===== src/hdl/circular_record_queue_with_search_macros.svh =====
// Assertion macros for the record queue.
// Expects signals named clk and rst in the scope of each use.
`ifndef CIRCULAR_RECORD_QUEUE_WITH_SEARCH_MACROS_SVH
`define CIRCULAR_RECORD_QUEUE_WITH_SEARCH_MACROS_SVH

// same-cycle implication
`define CRQS_ASSERT_NOW(label, ante, cons, msg) \
  label: assert property (@(posedge clk) disable iff (rst) (ante) |-> (cons)) \
    else $error(msg);

// next-cycle implication
`define CRQS_ASSERT_NEXT(label, ante, cons, msg) \
  label: assert property (@(posedge clk) disable iff (rst) (ante) |=> (cons)) \
    else $error(msg);

`endif


===== src/hdl/crqs_pkg.sv =====
// Shared types and constants for the record queue.
// No dependencies.
package crqs_pkg;

  localparam int DEPTH_DEF = 64;
  localparam int CAP_W     = 7;
  localparam int ID_W      = 32;
  localparam int PRICE_W   = 32;
  localparam int BYTE_W    = 8;
  localparam logic [CAP_W-1:0] CAP_RESET = 7'd64;

  typedef enum logic [1:0] {
    OP_ENQ  = 2'd0,
    OP_DEQ  = 2'd1,
    OP_FIND = 2'd2,
    OP_UPD  = 2'd3
  } op_t;

  typedef enum logic [1:0] {
    ST_OK       = 2'd0,
    ST_FULL     = 2'd1,
    ST_EMPTY    = 2'd2,
    ST_NOTFOUND = 2'd3
  } status_t;

  typedef enum logic [1:0] {
    S_IDLE,
    S_FETCH,
    S_SCAN,
    S_PUSH
  } state_t;

  typedef struct packed {
    logic [ID_W-1:0]    id;
    logic [PRICE_W-1:0] price;
    logic [BYTE_W-1:0]  doors;
    logic [BYTE_W-1:0]  series;
  } rec_t;

  typedef struct packed {
    status_t            status;
    logic [ID_W-1:0]    id;
    logic [BYTE_W-1:0]  doors;
    logic [PRICE_W-1:0] price;
    logic [BYTE_W-1:0]  series;
    logic [CAP_W-1:0]   occupancy;
  } rsp_t;

  // configuration side: flush pulse and effective capacity
  typedef struct packed {
    logic             clear;
    logic [CAP_W-1:0] cap;
  } cfg_t;

  typedef struct packed {
    logic             busy;
    logic [CAP_W-1:0] count;
  } stat_t;

endpackage


===== src/hdl/crqs_if.sv =====


interface crqs_rsp_if;
  logic               valid;
  logic               ready;
  logic [1:0]         status;
  logic signed [31:0] out_id;
  logic [7:0]         out_doors;
  logic [31:0]        out_price;
  logic [7:0]         out_series;
  logic [6:0]         occupancy;

  modport source (output valid, status, out_id, out_doors, out_price, out_series, occupancy,
                  input ready);
  modport sink (input valid, status, out_id, out_doors, out_price, out_series, occupancy,
                output ready);
endinterface


===== src/hdl/crqs_out.sv =====
// Output register for the record queue response channel.
// Depends on crqs_pkg and crqs_rsp_if.
module crqs_out (
  input  logic            clk,
  input  logic            rst,
  input  logic            push,
  input  crqs_pkg::rsp_t  res,
  output logic            out_free,
  crqs_rsp_if.source      rsp
);

  logic           valid;
  crqs_pkg::rsp_t held;

  assign out_free = !valid || rsp.ready;

  always_ff @(posedge clk) begin
    if (rst) begin
      valid <= 1'b0;
    end else if (push && out_free) begin
      valid <= 1'b1;
    end else if (rsp.ready) begin
      valid <= 1'b0;
    end
  end

  always_ff @(posedge clk) begin
    if (push && out_free) held <= res;
  end

  assign rsp.valid      = valid;
  assign rsp.status     = held.status;
  assign rsp.out_id     = held.id;
  assign rsp.out_doors  = held.doors;
  assign rsp.out_price  = held.price;
  assign rsp.out_series = held.series;
  assign rsp.occupancy  = held.occupancy;

endmodule


===== src/flat_wrapper.sv =====
// flat-port wrapper written by rule: the top's interface ports become plain ports
module crqs_out_flat 
  (clk, rst, push, res, out_free, rsp_valid, rsp_status, rsp_out_id, rsp_out_doors, rsp_out_price, rsp_out_series, rsp_occupancy, rsp_ready);
  crqs_rsp_if rsp_i ();
  input  logic clk;
  input  logic rst;
  input  logic push;
  input  crqs_pkg::rsp_t res;
  output logic out_free;
  output wire logic [$bits(rsp_i.valid)-1:0] rsp_valid;
  output wire logic [$bits(rsp_i.status)-1:0] rsp_status;
  output wire logic [$bits(rsp_i.out_id)-1:0] rsp_out_id;
  output wire logic [$bits(rsp_i.out_doors)-1:0] rsp_out_doors;
  output wire logic [$bits(rsp_i.out_price)-1:0] rsp_out_price;
  output wire logic [$bits(rsp_i.out_series)-1:0] rsp_out_series;
  output wire logic [$bits(rsp_i.occupancy)-1:0] rsp_occupancy;
  input wire logic [$bits(rsp_i.ready)-1:0] rsp_ready;
  assign rsp_valid = rsp_i.valid;
  assign rsp_status = rsp_i.status;
  assign rsp_out_id = rsp_i.out_id;
  assign rsp_out_doors = rsp_i.out_doors;
  assign rsp_out_price = rsp_i.out_price;
  assign rsp_out_series = rsp_i.out_series;
  assign rsp_occupancy = rsp_i.occupancy;
  assign rsp_i.ready = rsp_ready;
  crqs_out u_core (.clk(clk), .rst(rst), .push(push), .res(res), .out_free(out_free), .rsp(rsp_i));
endmodule

===== config.mk =====
export PLATFORM = sky130hd
export DESIGN_NAME = crqs_out_flat
export DESIGN_NICKNAME = d
export VERILOG_FILES = /design/src/hdl/circular_record_queue_with_search_macros.svh /design/src/hdl/crqs_pkg.sv /design/src/hdl/crqs_if.sv /design/src/hdl/crqs_out.sv /design/src/flat_wrapper.sv
export SDC_FILE = /design/constraint.sdc
export NUM_CORES = 1
export LEC_CHECK = 0
export BUFFER_PORTS_ARGS = -buffer_cell sky130_fd_sc_hd__buf_2
export CAP_MARGIN = 20
export CORE_MARGIN = 5
export CORE_UTILIZATION = 37
export DETAILED_ROUTE_END_ITERATION = 8
export GPL_TIMING_DRIVEN = 0
export PLACE_DENSITY = 0.82
export SLEW_MARGIN = 20
export SYNTH_ARGS = -nofsm -noshare
export SYNTH_HDL_FRONTEND = slang
export SYNTH_SLANG_ARGS = --single-unit

===== constraint.sdc =====
create_clock -name clk -period 1.4 [get_ports clk]
set_input_delay 0.07 -clock clk [delete_from_list [all_inputs] [get_ports clk]]
set_output_delay 0.07 -clock clk [all_outputs]
set_load 0.01 [all_outputs]

==> impl_metrics.csv, run 1 <==
group,metric,value,unit
status,status,"finished clean",
floorplan,coreArea,7210,sq um
route,wire_per_inst,17.3,microns
sta,setup_viol,0,
cts,clock_path_buffers,2,
synth,syn-cell-area,2730,sq um
hold_path,hold_path_class,"in2reg",
cts,cts_tree,"done",
synth,ys_seq_area_share,98.7,%
global_routing,groute.usage.overall,18.6,%
sta,tightest_slew,0.589,ns
worst_setup_path,crit_path_end_kind,"flip-flop",
layout,final_cells,484,
floorplan,design.die.area,9190,sq um
sta,maxSlewHeadroom,60.8,%
sta,drv_slew,0,
layout,n_antenna_cell,0,
cts,clk_pin_slew,0.08,ns
floorplan,dieWidth,95.9,microns
cts,cts_made_buffers,9,
global_routing,grt_overflow_total,0,
cts,h-tree-depth,3,
worst_setup_path,crit_path_start_kind,"flip-flop",
sta,finalCritPeriodShare,96.6,%
place,gp_congestion,0.665,
route,ant_nets,0,
synth,synth_top_area_cell,"edfxtp_1",
route,first_pass_iters,4,
sta,hold_viol,0,
worst_setup_path,worst_ep_required_time,1.37,ns
cts,clock_latency,0.34,ns
sta,fin_setup_tns,0,ns
synth,synthDistinctLibCells,6,
cts,cts_root_buf,"clkbuf_8",
cts,cts_sinks,90,
route,drtIter0Drc,88,
global_routing,grt_pass1_wl,12.1,mm
layout,nets,473,
layout,stdcell_area,4890,sq um
place,place_hpwl,4.99,mm
worst_setup_path,cp_max_fo,45,
power_and_ir_drop,vdd_ir_drop_max,853,uV
route,avgViaCountPerCell,4.29,
worst_setup_path,max_stage_delay,0.52,ns
synth,synth_top_area_share,98.0,%
global_routing,grt_max_degree,46,
place,place_inst,376,
job,maxCapViolations,0,
layout,utilization,67.8,%
sta,fin_skew,0.00859,ns
sta,rsz0062_at_grt,"yes",
floorplan,die_h,95.9,microns
worst_setup_path,cp_data_arrival_time,1.33,ns
power_and_ir_drop,p_total,5.70,mW
layout,syn2layout_area_growth,79.4,%
synth,avgSynthCellArea,29.0,sq um
floorplan,boundaryPins,184,
route,drt_wl_total,8.35,mm
place,io_buffers,183,
floorplan,std_cell_rows,31,
sta,period_minus_slack,1.35,ns
synth,synth.area.top_cells,"edfxtp_1 98%, dfxtp_1 0.73%, nand2b_4 0.50%",
place,placed_area,3770,sq um
global_routing,antenna_found_initial,0,
worst_setup_path,critPathKind,"reg2reg",
floorplan,initial_core_util,37.8,%
route,drcViolationCount,0,
route,vias,2074,
synth,syn_inst,94,
worst_setup_path,worstPathCellList,"nand2b_4 > and2_4",
global_routing,first_global_vias,2277,
synth,yosysWarnings,0,
synth,syn-num-nets,187,
power_and_ir_drop,leakage,2.09,nW
sta,max_freq,739,MHz
power_and_ir_drop,p_per_area,1160,nW/um^2
worst_setup_path,crit_slowest_cell,"and2_4",
layout,drive_gt1_share,51.9,%
synth,ys_seq_elements,90,
critical path: cells and delay by family (launching register included):
family / cells / cell delay, ns
and+or+nand+nor: 2 / 0.62
DFF: 1 / 0.34
final timing paths:
| check | endpoint | from | cells past startpoint | slack [ns] |
|---|---|---|---|---|
| hold reg to reg | u_core.rsp.out_id[27]$_DFFE_PP_ | u_core.rsp.valid$_SDFFE_PP0P_ | 2 | 1.01 |
| setup reg to reg | u_core.rsp.out_price[7]$_DFFE_PP_ | u_core.rsp.valid$_SDFFE_PP0P_ | 2 | 0.05 |
| hold / removal | u_core.rsp.out_id[27]$_DFFE_PP_ | push | 2 | 0.40 |
| setup / recovery | u_core.rsp.out_price[7]$_DFFE_PP_ | u_core.rsp.valid$_SDFFE_PP0P_ | 2 | 0.05 |
layout make-up:
type,count,area [sq um]
clock inverter,3,67.6
sequential,90,2690
inverter,1,3.75
clock buffer,13,139
fill,481,2320
multi-input combinational,4,40.0
timing repair buffer,274,1830
tap,99,124
state kept, by name, summed over array words and instances (netlist names):
signal                 cells
u_core.rsp.out_id         32
u_core.rsp.out_price      32
u_core.rsp.out_doors       8
u_core.rsp.out_series      8
u_core.rsp.occupancy       7
u_core.rsp.status          2
u_core.rsp.valid           1
synth_stat cells, drive strengths merged:
library cell  number
edfxtp            89
a21oi              1
and2               1
dfxtp              1
inv                1
nand2b             1
where the power goes:
group          switching [mW]  internal (mW)  total [mW]
Sequential             0.0392           3.15        3.19
Clock                   0.842           1.01        1.85
Combinational           0.296          0.360       0.656
Total                    1.18           4.52        5.70
cells by family (layout without fill, tap and decap cells):
logic type / count (synthesis) / after routing / synth area share, %
flops: 90 / 90 / 98.7
simple gates: 2 / 3 / 0.826
compound gates: 1 / 1 / 0.321
buf+inv: 1 / 291 / 0.137
what timing repair did:
| action | in CTS | in global routing |
|---|---|---|
| resized for setup | 1 | 0 |
| setup buffers | 0 | 0 |
| endpoints found under the hold margin | 90 | 0 |
| pin swaps | 1 | 0 |
| gates cloned | 1 | 0 |
| setup endpoints to repair | 89 | 14 |
| hold buffers | 91 | 0 |
placed cells by master (no fill, tap or decap):
| master | count |
|---|---|
| dfxtp_2 | 1 |
| bufinv_16 | 2 |
| inv_1 | 1 |
| clkinvlp_4 | 1 |
| and2_4 | 2 |
| edfxtp_1 | 89 |
| a21oi_2 | 1 |
| buf_2 | 183 |
| clkbuf_1 | 4 |
| nand2b_4 | 1 |
| dlygate4sd3_1 | 91 |
| clkbuf_8 | 9 |
per-stage QoR:
| step | hold slack, ns | setup slack (ns) |
|---|---|---|
| finish | 0.398 | 0.0469 |
| global route | 0.408 | -0.00210 |
| detailed placement | 0.230 | -0.297 |
| CTS | 0.386 | 0.0369 |
| global placement | 0.231 | -0.251 |
| floorplan | 0.125 | -0.122 |
per-layer routing:
layer | vias up | track usage [%] | part of all wire [%]
met5 | - | 0 | 0
li1 | 949 | - | -
met4 | 0 | 7.35 | 1.6
met3 | 13 | 6.65 | 10
met1 | 984 | 21.1 | 37
met2 | 128 | 32.0 | 51
Power figures use the tool's default switching activity.
==> run 2: changes to the inputs <==
- MAX_ROUTING_LAYER: not set -> met4
==> run 2 against run 1 <==
Net effect:
- fmax decreased by 0.29%
- largest power group unchanged
- die area stayed put
- largest cell class unchanged
- setup slack lost 0.0039 ns
- global-route usage is 0.59 points higher
- via count fell by 0.43%
- final cell count is the same
- design area unchanged
- worst hold slack worse by 0.0019 ns
- utilization unchanged
- combinational power about the same
==> impl_metrics.csv, run 2 (synthesis results as in run 1) <==
group,metric,value,unit
status,status,"finished clean",
cts,cts_root_buf,"clkbuf_8",
power_and_ir_drop,p_per_area,1160,nW/um^2
layout,fill_cells,481,
layout,drive_gt1_share,51.9,%
sta,drv_slew,0,
worst_setup_path,crit_slowest_cell,"and2_4",
global_routing,first_global_vias,2275,
cts,cts_sinks,90,
floorplan,coreArea,7210,sq um
route,avgViaCountPerCell,4.27,
place,gp_congestion,0.671,
route,wire_per_inst,17.2,microns
cts,h-tree-depth,3,
sta,setup_viol,0,
worst_setup_path,cp_data_arrival_time,1.33,ns
cts,cts_tree,"done",
layout,layout_commonest_cell,"buf_2",
global_routing,grt_overflow_total,0,
place,place_hpwl,4.99,mm
sta,period_minus_slack,1.36,ns
worst_setup_path,cp_max_fo,45,
route,drtIter0Drc,79,
worst_setup_path,crit_path_end_kind,"flip-flop",
floorplan,dieWidth,95.9,microns
sta,tightest_slew,0.583,ns
global_routing,grt_max_degree,46,
cts,clock_path_buffers,2,
layout,nets,473,
worst_setup_path,max_stage_delay,0.52,ns
worst_setup_path,crit_path_start_kind,"flip-flop",
worst_setup_path,worst_ep_required_time,1.37,ns
sta,rsz0062_at_grt,"yes",
cts,clk_pin_slew,0.08,ns
layout,register_area,2690,sq um
cts,clock_latency,0.34,ns
sta,fin_skew,0.00795,ns
place,io_buffers,183,
layout,syn2layout_area_growth,79.4,%
layout,utilization,67.8,%
floorplan,design.die.area,9190,sq um
sta,maxSlewHeadroom,61.1,%
power_and_ir_drop,leakage,2.09,nW
place,preCtsSetupSlack,-0.297,ns
cts,cts_made_buffers,9,
route,drcViolationCount,0,
route,vias,2065,
cts,post_cts_buffers,0,
route,first_pass_iters,4,
floorplan,boundaryPins,184,
global_routing,antenna_found_initial,0,
worst_setup_path,worstPathCellList,"nand2b_4 > and2_4",
hold_path,hold_path_class,"in2reg",
power_and_ir_drop,p_total,5.69,mW
floorplan,std_cell_rows,31,
sta,holdWs,0.396,ns
global_routing,groute.usage.overall,19.2,%
layout,n_antenna_cell,0,
power_and_ir_drop,vdd_ir_drop_max,860,uV
global_routing,grt_pass1_wl,12.1,mm
sta,hold_viol,0,
layout,multiInputGateArea,40.0,sq um
job,maxCapViolations,0,
floorplan,initial_core_util,37.8,%
route,drt_wl_total,8.32,mm
layout,final_cell_mix,"183 x buf_2, 91 x dlygate4sd3_1, 89 x edfxtp_1",
floorplan,die_h,95.9,microns
route,ant_nets,0,
sta,max_freq,737,MHz
sta,fin_ws,0.0430,ns
sta,finalCritPeriodShare,96.9,%
worst_setup_path,critPathKind,"reg2reg",
## run 2: cell counts in the layout (fill, tap and decap cells not counted)
Identical to the previous run, type by type.
## run 2: metal layers
layer	GRT usage, %	part of all wire, %	routed length (microns)	vias to the layer above
met1	22.4	39	3240	983
met4	7.35	1.4	116	0
li1	-	-	-	948
met3	5.00	8.2	684	11
met5	-	0	0	-
met2	32.0	51	4280	123
## run 2: timing repair
action,4_1_cts,5_1_grt
hold buffers,91,0
pin swaps,1,0
endpoints found under the setup margin,89,20
hold endpoints to repair,90,0
gates cloned,1,0
gates resized for setup,1,0
## run 2: cell type report
class / instances / area share (%)
Clock buffer: 13 / 2.84
Inverter: 1 / 0.0767
Clock inverter: 3 / 1.38
Sequential cell: 90 / 55.0
Multi-Input combinational cell: 4 / 0.818
Tap cell: 99 / 2.53
Timing Repair Buffer: 274 / 37.3
## run 2: path summary, 6_finish.rpt
check | depth (start not counted) | slack, ns | endpoint | from
worst max-delay path | 2 | 0.04 | u_core.rsp.out_id[5]$_DFFE_PP_ | u_core.rsp.valid$_SDFFE_PP0P_
worst min-delay path | 2 | 0.40 | u_core.rsp.out_id[27]$_DFFE_PP_ | push
worst max register to register | 2 | 0.04 | u_core.rsp.out_id[5]$_DFFE_PP_ | u_core.rsp.valid$_SDFFE_PP0P_
worst min register to register | 2 | 1.01 | u_core.rsp.out_id[27]$_DFFE_PP_ | u_core.rsp.valid$_SDFFE_PP0P_
## run 2: metrics by stage
step / cells / area (sq um) / setup TNS, ns
after floorplan: 94 / 2730 / -10.83
after global routing: 484 / 4890 / -0.174
after global placement: 376 / 3770 / -21.84
final: 484 / 4890 / 0
after detailed placement: 376 / 3770 / -26.03
after CTS: 484 / 4890 / 0
## run 2: where the power goes
part           leakage (nW)  internal, mW  switching (mW)
Clock                0.0978          1.01           0.838
Combinational          1.12         0.360           0.296
Sequential            0.870          3.15          0.0393
## run 2: worst max-delay path, delay by kind of cell (launching register included)
family / cells / cell delay, ns
AND/OR/NAND/NOR: 2 / 0.62
flip-flops: 1 / 0.34
==> run 3: changes to the inputs <==
- BUFFER_PORTS_ARGS: -buffer_cell sky130_fd_sc_hd__buf_2 -> not set
- CORE_UTILIZATION: 37 -> 50
- DONT_BUFFER_PORTS: not set -> 1
- PLACE_DENSITY: 0.82 -> 0.75
==> run 3 against run 2 <==
Net effect:
- combinational power is 55% lower
- final cell count fell by 43%
- first-iteration DRC count decreased by 47%
- power down 0.57%
- setup slack improved by 0.0047 ns
- register-to-register slack barely moved
- utilization increased by 8.9 points
- critical path type unchanged
==> impl_metrics.csv, run 3 (synthesis results as in run 1) <==
group,metric,value,unit
floorplan,std_cell_rows,26,
layout,syn2layout_area_growth,46.4,%
route,drtIter0Drc,42,
floorplan,initial_core_util,52.4,%
place,place_inst,164,
floorplan,coreArea,5200,sq um
global_routing,grt_overflow_total,0,
route,avgViaCountPerCell,5.01,
place,gp_congestion,0.670,
power_and_ir_drop,vdd_ir_drop_max,884,uV
power_and_ir_drop,p_clk_share,36.4,%
power_and_ir_drop,p_int,4.52,mW
layout,register_area,2690,sq um
layout,layout_commonest_cell,"dlygate4sd3_1",
route,drcViolationCount,0,
floorplan,boundaryPins,184,
place,preCtsSetupSlack,-0.339,ns
place,io_buffers,0,
power_and_ir_drop,p_total,5.66,mW
cts,cts_tree,"done",
worst_setup_path,crit_path_end_kind,"flip-flop",
layout,drive_gt1_share,10.8,%
floorplan,die_h,83.9,microns
hold_path,hold_path_class,"in2reg",
worst_setup_path,critPathKind,"reg2reg",
global_routing,first_global_vias,1555,
route,ant_nets,0,
global_routing,groute.usage.overall,19.2,%
sta,tightest_slew,0.516,ns
route,vias,1374,
route,wire_per_inst,24.3,microns
sta,hold_viol,0,
sta,rsz0062_at_grt,"no",
cts,h-tree-depth,3,
sta,fin_setup_tns,0,ns
layout,nets,292,
sta,maxSlewHeadroom,65.6,%
cts,clk_pin_slew,0.09,ns
sta,setup_viol,0,
power_and_ir_drop,leakage,1.39,nW
floorplan,dieWidth,83.9,microns
global_routing,antenna_found_initial,1,
status,status,"finished clean",
power_and_ir_drop,p_per_area,1420,nW/um^2
worst_setup_path,cp_max_fo,22,
layout,multiInputGateArea,56.3,sq um
sta,drv_slew,0,
layout,final_cell_mix,"91 x dlygate4sd3_1, 89 x edfxtp_1, 9 x clkbuf_8",
power_and_ir_drop,pwr-share-seq,58.5,%
power_and_ir_drop,combPwrFrac,5.2,%
power_and_ir_drop,p_sw_share,20.1,%
cts,post_cts_buffers,0,
global_routing,grt_pass1_wl,9.29,mm
route,first_pass_iters,4,
sta,fin_skew,0.00973,ns
floorplan,design.die.area,7030,sq um
cts,cts_made_buffers,9,
cts,clock_latency,0.34,ns
worst_setup_path,worst_ep_required_time,1.40,ns
worst_setup_path,cp_data_arrival_time,1.35,ns
job,maxCapViolations,0,
layout,final_cells,274,
sta,max_freq,739,MHz
worst_setup_path,crit_path_start_kind,"flip-flop",
cts,cts_sinks,90,
sta,period_minus_slack,1.35,ns
route,drt_wl_total,6.67,mm
cts,cts_root_buf,"clkbuf_8",
sta,fin_ws,0.0477,ns
layout,fill_cells,285,
global_routing,grt_max_degree,46,
sta,finalCritPeriodShare,96.6,%
power_and_ir_drop,power.switching,1.14,mW
cts,clock_path_buffers,2,
==> run 3: cell count changes in the layout (fill, tap and decap cells not counted) <==
cell	change
buf_2	-183
diode_2	+1
and2_2	+1
clkinvlp_4	+1
and2_4	+1
clkbuf_1	-4
bufinv_16	+1
inv_6	+1
==> run 3: repair_timing <==
action	CTS	global route
endpoints found under the hold margin	90	0
gates resized for setup	1	1
cloned	1	2
hold buffers	91	0
pin swaps	1	2
endpoints found under the setup margin	89	89
==> run 3: routing by layer <==
metal	vias to the layer above	routed length [microns]	track usage, %
li1	592	-	-
met1	651	2220	17.8
met2	117	3530	31.7
met3	14	765	11.5
met4	0	147	8.19
met5	-	0	-
==> run 3: final cells by class <==
type                       count  area share (%)
sequential                    90            67.5
timing repair buffer          91            22.8
clock buffer                   9            3.10
clock inverter                 6            2.85
tap                           70            2.19
multi-input combinational      6            1.41
inverter                       1          0.0940
antenna                        1          0.0627
==> run 3: power by group through the flow <==
stage | Sequential (mW) | Combinational, mW | Clock, mW
after floorplan | 3.34 | 0.0546 | 0
after global placement | 3.37 | 0.0641 | 0
after detailed placement | 3.37 | 0.0690 | 0
after CTS | 3.31 | 0.279 | 2.05
after global routing | 3.32 | 0.313 | 2.23
final | 3.31 | 0.292 | 2.06
==> run 3: final timing paths <==
kind | start | end | slack [ns] | cells after the start
setup / recovery | u_core.rsp.valid$_SDFFE_PP0P_ | u_core.rsp.out_price[7]$_DFFE_PP_ | 0.05 | 2
hold / removal | push | u_core.rsp.out_id[14]$_DFFE_PP_ | 0.16 | 1
setup reg to reg | u_core.rsp.valid$_SDFFE_PP0P_ | u_core.rsp.out_price[7]$_DFFE_PP_ | 0.05 | 2
hold reg to reg | u_core.rsp.valid$_SDFFE_PP0P_ | u_core.rsp.out_id[14]$_DFFE_PP_ | 0.97 | 2
==> run 3: critical path, cell delays in order, from the launching register on <==
cell and delay (ns):
dfxtp_2 0.37, nand2b_4 0.13, and2_2 0.50
==> run 3: metrics by stage <==
| stage | cell area (sq um) | utilization [%] | hold slack, ns |
|---|---|---|---|
| finish | 3990 | 76.7 | 0.157 |
| detailed placement | 2820 | 54.1 | 0.129 |
| floorplan | 2730 | - | 0.125 |
| global route | 3990 | 76.7 | 0.125 |
| CTS | 3970 | 76.3 | 0.232 |
| global placement | 2820 | 54.1 | 0.126 |
